<file path="src/hw/rtl/tmph_pkg.sv">
// constants and control types of the triple modulus polynomial hash
`timescale 1ns / 1ps
package tmph_pkg;

    localparam int SYMBOL_W            = 16;
    localparam int SYMBOL_BITS_DEFAULT = 16;

    localparam logic [63:0] HASH_BASE = 64'd1777771;

    localparam int HASH_A_BITS = 30;
    localparam int HASH_B_BITS = 30;
    localparam int HASH_C_BITS = 27;

    localparam logic [63:0] MOD_A = 64'd1000000007;
    localparam logic [63:0] MOD_B = 64'd1000000009;
    localparam logic [63:0] MOD_C = 64'd100000007;

    // barrett reciprocals floor(2^(2k) / m)
    localparam logic [63:0] MU_A = (64'd1 << (2 * HASH_A_BITS)) / MOD_A;
    localparam logic [63:0] MU_B = (64'd1 << (2 * HASH_B_BITS)) / MOD_B;
    localparam logic [63:0] MU_C = (64'd1 << (2 * HASH_C_BITS)) / MOD_C;

    // base^1, base^2 and base^3 reduced per modulus
    localparam logic [63:0] POW1_A = HASH_BASE % MOD_A;
    localparam logic [63:0] POW1_B = HASH_BASE % MOD_B;
    localparam logic [63:0] POW1_C = HASH_BASE % MOD_C;
    localparam logic [63:0] POW2_A = (POW1_A * POW1_A) % MOD_A;
    localparam logic [63:0] POW2_B = (POW1_B * POW1_B) % MOD_B;
    localparam logic [63:0] POW2_C = (POW1_C * POW1_C) % MOD_C;
    localparam logic [63:0] POW3_A = (POW2_A * POW1_A) % MOD_A;
    localparam logic [63:0] POW3_B = (POW2_B * POW1_B) % MOD_B;
    localparam logic [63:0] POW3_C = (POW2_C * POW1_C) % MOD_C;

    typedef struct packed {
        logic take;     // input transaction accepted
        logic restart;  // accepted transaction closes its sequence
        logic ld_mul;   // product stage loads
        logic ld_quo;   // quotient stage loads
        logic ld_fold;  // fold stage loads
        logic commit;   // item moves into the output register
        logic clear;    // committed item closes its sequence
    } tmph_ctl_t;

endpackage

</file>
<file path="src/hw/rtl/tmph_pow_ring.sv">
// power generator: base^i mod m from a three stage look-ahead ring
`timescale 1ns / 1ps
module tmph_pow_ring #(
    parameter int          HASH_BITS = tmph_pkg::HASH_A_BITS,
    parameter logic [63:0] MODULUS   = tmph_pkg::MOD_A,
    parameter logic [63:0] MU        = tmph_pkg::MU_A,
    parameter logic [63:0] STEP      = tmph_pkg::POW3_A,
    parameter logic [63:0] SEED1     = tmph_pkg::POW1_A,
    parameter logic [63:0] SEED2     = tmph_pkg::POW2_A
) (
    input  logic                   aclk,
    input  logic                   aresetn,
    input  tmph_pkg::tmph_ctl_t    ctl,
    output logic [HASH_BITS-1:0]   power
);
    import tmph_pkg::*;

    localparam int K  = HASH_BITS;
    localparam int XW = 2 * K;
    localparam int QW = K + 1;
    localparam int RW = K + 2;

    // ring: cur holds base^i, fold holds base^(i+1) in flight,
    // mul holds base^(i+2) in flight
    logic [K-1:0]    cur_reg;
    logic [XW-1:0]   mul_reg;
    logic [RW-1:0]   fold_x_reg;
    logic [QW-1:0]   fold_q_reg;

    logic [XW-1:0]   mul_next;
    logic [2*QW-1:0] quo_prod;
    logic [QW-1:0]   quo_q;
    logic [RW-1:0]   fold_qm;
    logic [RW-1:0]   fold_r0;
    logic [RW-1:0]   fold_r1;
    logic [RW-1:0]   fold_r2;

    assign mul_next = {{K{1'b0}}, cur_reg} * {{K{1'b0}}, STEP[K-1:0]};

    assign quo_prod = {{QW{1'b0}}, mul_reg[XW-1:K-1]} * {{QW{1'b0}}, MU[QW-1:0]};
    assign quo_q    = quo_prod[2*QW-1:K+1];

    assign fold_qm = {1'b0, fold_q_reg} * MODULUS[RW-1:0];
    assign fold_r0 = fold_x_reg - fold_qm;
    assign fold_r1 = (fold_r0 >= MODULUS[RW-1:0]) ? fold_r0 - MODULUS[RW-1:0] : fold_r0;
    assign fold_r2 = (fold_r1 >= MODULUS[RW-1:0]) ? fold_r1 - MODULUS[RW-1:0] : fold_r1;

    always_ff @(posedge aclk) begin
        if (!aresetn || ctl.restart) begin
            cur_reg    <= K'(1);
            mul_reg    <= SEED2[XW-1:0];
            fold_x_reg <= SEED1[RW-1:0];
            fold_q_reg <= '0;
        end else if (ctl.take) begin
            cur_reg    <= fold_r2[K-1:0];
            mul_reg    <= mul_next;
            fold_x_reg <= mul_reg[RW-1:0];
            fold_q_reg <= quo_q;
        end
    end

    assign power = cur_reg;

endmodule

</file>
<file path="src/hw/rtl/tmph_lane.sv">
// one modulus lane: term pipeline, barrett reduction and accumulator
`timescale 1ns / 1ps
module tmph_lane #(
    parameter int          HASH_BITS = tmph_pkg::HASH_A_BITS,
    parameter int          SYM_BITS  = tmph_pkg::SYMBOL_BITS_DEFAULT,
    parameter logic [63:0] MODULUS   = tmph_pkg::MOD_A,
    parameter logic [63:0] MU        = tmph_pkg::MU_A,
    parameter logic [63:0] STEP      = tmph_pkg::POW3_A,
    parameter logic [63:0] SEED1     = tmph_pkg::POW1_A,
    parameter logic [63:0] SEED2     = tmph_pkg::POW2_A
) (
    input  logic                   aclk,
    input  logic                   aresetn,
    input  tmph_pkg::tmph_ctl_t    ctl,
    input  logic [SYM_BITS-1:0]    sym,
    output logic [HASH_BITS-1:0]   hash
);
    import tmph_pkg::*;

    localparam int K  = HASH_BITS;
    localparam int XW = 2 * K;
    localparam int QW = K + 1;
    localparam int RW = K + 2;

    logic [K-1:0]    power;

    logic [XW-1:0]   mul_reg;
    logic [RW-1:0]   quo_x_reg;
    logic [QW-1:0]   quo_q_reg;
    logic [K-1:0]    term_reg;
    logic [K-1:0]    acc_reg;
    logic [K-1:0]    hash_reg;

    logic [XW-1:0]   mul_next;
    logic [2*QW-1:0] quo_prod;
    logic [QW-1:0]   quo_q;
    logic [RW-1:0]   fold_qm;
    logic [RW-1:0]   fold_r0;
    logic [RW-1:0]   fold_r1;
    logic [RW-1:0]   fold_r2;
    logic [K:0]      sum_raw;
    logic [K:0]      sum_mod;

    tmph_pow_ring #(
        .HASH_BITS (HASH_BITS),
        .MODULUS   (MODULUS),
        .MU        (MU),
        .STEP      (STEP),
        .SEED1     (SEED1),
        .SEED2     (SEED2)
    ) u_pow_ring (
        .aclk    (aclk),
        .aresetn (aresetn),
        .ctl     (ctl),
        .power   (power)
    );

    // symbol times current power
    assign mul_next = {{(XW-SYM_BITS){1'b0}}, sym} * {{K{1'b0}}, power};

    // barrett quotient estimate
    assign quo_prod = {{QW{1'b0}}, mul_reg[XW-1:K-1]} * {{QW{1'b0}}, MU[QW-1:0]};
    assign quo_q    = quo_prod[2*QW-1:K+1];

    // remainder below three moduli, two corrections
    assign fold_qm = {1'b0, quo_q_reg} * MODULUS[RW-1:0];
    assign fold_r0 = quo_x_reg - fold_qm;
    assign fold_r1 = (fold_r0 >= MODULUS[RW-1:0]) ? fold_r0 - MODULUS[RW-1:0] : fold_r0;
    assign fold_r2 = (fold_r1 >= MODULUS[RW-1:0]) ? fold_r1 - MODULUS[RW-1:0] : fold_r1;

    assign sum_raw = {1'b0, acc_reg} + {1'b0, term_reg};
    assign sum_mod = (sum_raw >= MODULUS[K:0]) ? sum_raw - MODULUS[K:0] : sum_raw;

    always_ff @(posedge aclk) begin
        if (ctl.ld_mul) begin
            mul_reg <= mul_next;
        end
        if (ctl.ld_quo) begin
            quo_x_reg <= mul_reg[RW-1:0];
            quo_q_reg <= quo_q;
        end
        if (ctl.ld_fold) begin
            term_reg <= fold_r2[K-1:0];
        end
        if (ctl.commit) begin
            hash_reg <= sum_mod[K-1:0];
        end
    end

    always_ff @(posedge aclk) begin
        if (!aresetn || ctl.clear) begin
            acc_reg <= '0;
        end else if (ctl.commit) begin
            acc_reg <= sum_mod[K-1:0];
        end
    end

    assign hash = hash_reg;

endmodule

</file>
<file path="config.mk">
export PLATFORM = sky130hd
export DESIGN_NAME = tmph_lane
export DESIGN_NICKNAME = d
export VERILOG_FILES = /design/src/hw/rtl/tmph_pkg.sv /design/src/hw/rtl/tmph_pow_ring.sv /design/src/hw/rtl/tmph_lane.sv
export SDC_FILE = /design/constraint.sdc
export NUM_CORES = 2
export LEC_CHECK = 0
export ABC_AREA = 1
export CAP_MARGIN = 20
export CORE_ASPECT_RATIO = 2
export CORE_MARGIN = 2
export CORE_UTILIZATION = 40
export CTS_BUF_LIST = sky130_fd_sc_hd__clkbuf_4 sky130_fd_sc_hd__clkbuf_8 sky130_fd_sc_hd__clkbuf_16
export DETAILED_ROUTE_END_ITERATION = 6
export DONT_BUFFER_PORTS = 1
export SLEW_MARGIN = 30
export SYNTH_ARGS = -nofsm -noshare
export SYNTH_HDL_FRONTEND = slang
export SYNTH_SLANG_ARGS = --single-unit
</file>
<file path="constraint.sdc">
create_clock -name aclk -period 11.9 [get_ports aclk]
set_clock_uncertainty 0.1 [all_clocks]
set_input_delay 1.19 -clock aclk [delete_from_list [all_inputs] [get_ports aclk]]
set_output_delay 1.19 -clock aclk [all_outputs]
set_load 0.01 [all_outputs]
</file>
==> results.yml <==
routing:
  drcViolationCount: 3
  dr.pass1.iters: 7
  antenna_left: 0
  wl_per_cell_um: 20.4
  finalWirelength_mm: 263
  num_vias: 65615
  via_per_inst: 5.10
  drt_iter0_markers: 2807
timing:
  hold_viol: 0
  drv_slew: 0
  setup_tns_ps: 0
  finalCritPeriodShare_pct: 81.3
  maxSlewHeadroom_pct: 26.8
  setup_viol: 0
  worst_slack_ps: 2220
  fmax_ghz: 0.103
  worst_pin_slew_ps: 1090
  period_needed_ps: 9680
  rsz0062_at_grt: "false"
global_routing:
  grt_pass1_vias: 72391
  grt_overflow: 0
  grt_usage_pct: 25.0
  grt_pass1_wl_mm: 405
  grt_max_degree: 130
  antenna_found_initial: 2
critical_path:
  critical_path_required_ps: 12200
  critPathKind: "reg -> reg"
  start_kind: "register"
  arrival_ps: 9980
  path_depth: 37
  reg2reg_slack_ps: 2220
  path_common_cell: "inv_1"
  reg2reg_depth: 37
  critPathCaptureType: "register"
  crit_path_max_fanout: 54
  critPathMaxStageDelay_ps: 760
  cp_top_family: "adder cells"
  cp_num_buf_inv: 9
  cp_slowest_cell: "a21oi_1"
floorplan:
  die_x_um: 327
  core_area_mm2: 0.207
  rows: 236
  initial_core_util_pct: 40.3
  die_area_mm2: 0.212
  ios: 55
  die_y_um: 649
clock_tree:
  cts_hold_buf: 0
  numCtsBuffers: 39
  cts_setup_buffers: 0
  cts-root-buf: "clkbuf_16"
  cts_buffer_depth: 3
  cts.clk_slew.worst_paths_ps: 70
  cts_sinks: 336
  clk_latency_ps: 650
  cts_resized: 0
  htree_levels: 2
  cts_tree: "built"
finish:
  final_common_cell: "inv_1"
  area_growth_syn_to_layout_pct: 5.17
  nNetsFinal: 12821
  final_cell_mix: "2582 x inv_1, 1906 x nand2_1, 1387 x ha_1"
  drive_gt1_share_pct: 2.98
  post-route-util_pct: 42.4
  largest_register_ffs: 59
synth:
  ys_seq_area_share_pct: 9.94
  syn_area_mm2: 0.0833
  async_flop_share_pct: 0
  ys_ff_latch: 336
  synth_top_area_share_pct: 31.4
  synthFlopType: "dfxtp_1"
  syn_avg_cell_area_um2: 8.16
  synth_cells: 10204
  synthDominantAreaCellType: "fa_1"
  synth_edf_count: 155
  yosysWarnings: 0
  synth_nets: 12922
  ys_top_cells_by_area: "fa_1 31%, ha_1 21%, inv_1 12%"
  ys_types: 63
placement:
  dp_hpwl_mm: 226
  portBuffers: 0
  pre_cts_slack_ps: 2250
  place.gp.congestion: 0.978
run_status:
  status: "finished with violations"
  violations: "DRC"
min_path:
  min_path_type: "reg -> reg"
  hold_depth: 0
job:
  cap_viol_max_count: 0
## routing by layer
layer	up-vias	GRT usage [%]	wire [um]
met1	32304	22.8	83900
met5	-	0	0
met3	762	1.85	7170
li1	31016	-	-
met2	1533	50.4	149000
met4	0	18.2	22600
## worst reg2reg max path, delay by kind of cell (launching register included)
| family | cells | cell delay [ps] |
|---|---|---|
| compound gates | 5 | 1360 |
| xor+xnor | 1 | 300 |
| fa+ha+maj | 9 | 4120 |
| buf+inv | 9 | 1020 |
| flops | 1 | 670 |
| simple gates | 13 | 1860 |
## cell type report
| type | count | area [um2] |
|---|---|---|
| clock buffers | 44 | 1020 |
| clock inverters | 28 | 333 |
| repair buffers | 53 | 398 |
| flip-flops and latches | 336 | 8290 |
| well taps | 2737 | 3420 |
| fillers | 21015 | 119000 |
| multi-input cells | 7057 | 64300 |
| inverters | 2616 | 9830 |
| diodes | 1 | 2.50 |
## through the flow
| stage | instances | hold WS [ps] | instance area, um2 |
|---|---|---|---|
| after CTS | 12871 | 314 | 87600 |
| after global placement | 12799 | 304 | 86200 |
| final | 12872 | 314 | 87600 |
| after floorplan | 10204 | 300 | 83300 |
| after detailed placement | 12799 | 305 | 86200 |
| after global routing | 12872 | 325 | 87600 |
## synth_stat cells (all sizes together), types with 7 or more instances
cell type  count
or2           15
inv         2615
nand3b        17
o31ai          7
nor4           8
a211oi         8
xnor2         91
o21ai        352
edfxtp       155
o21bai        21
a31oi         31
dfxtp        181
fa          1306
nand4         78
a21oi        492
nand2       1951
xor2         179
buf           36
nand3        361
nor2         603
nor3          46
ha          1387
o21a          21
a21o          19
clkbuf       159
o211ai        29
## cells by family after synthesis
group | synth area share, %
simple gates | 15.4
buf+inv | 12.9
fa+ha+maj | 52.2
compound gates | 6.62
flops | 9.94
xor+xnor | 2.93
## path summary, 6_finish.rpt
| check | startpoint | endpoint |
|---|---|---|
| max | quo_q_reg[8] | term_reg[26] |
| min | mul_reg[4] | quo_x_reg[4] |
| max reg2reg | quo_q_reg[8] | term_reg[26] |
| min reg2reg | mul_reg[4] | quo_x_reg[4] |
Power is left out: the tool's default activity adds up to more than one toggle a clock period on the data nets, which glitch-free logic cannot reach.
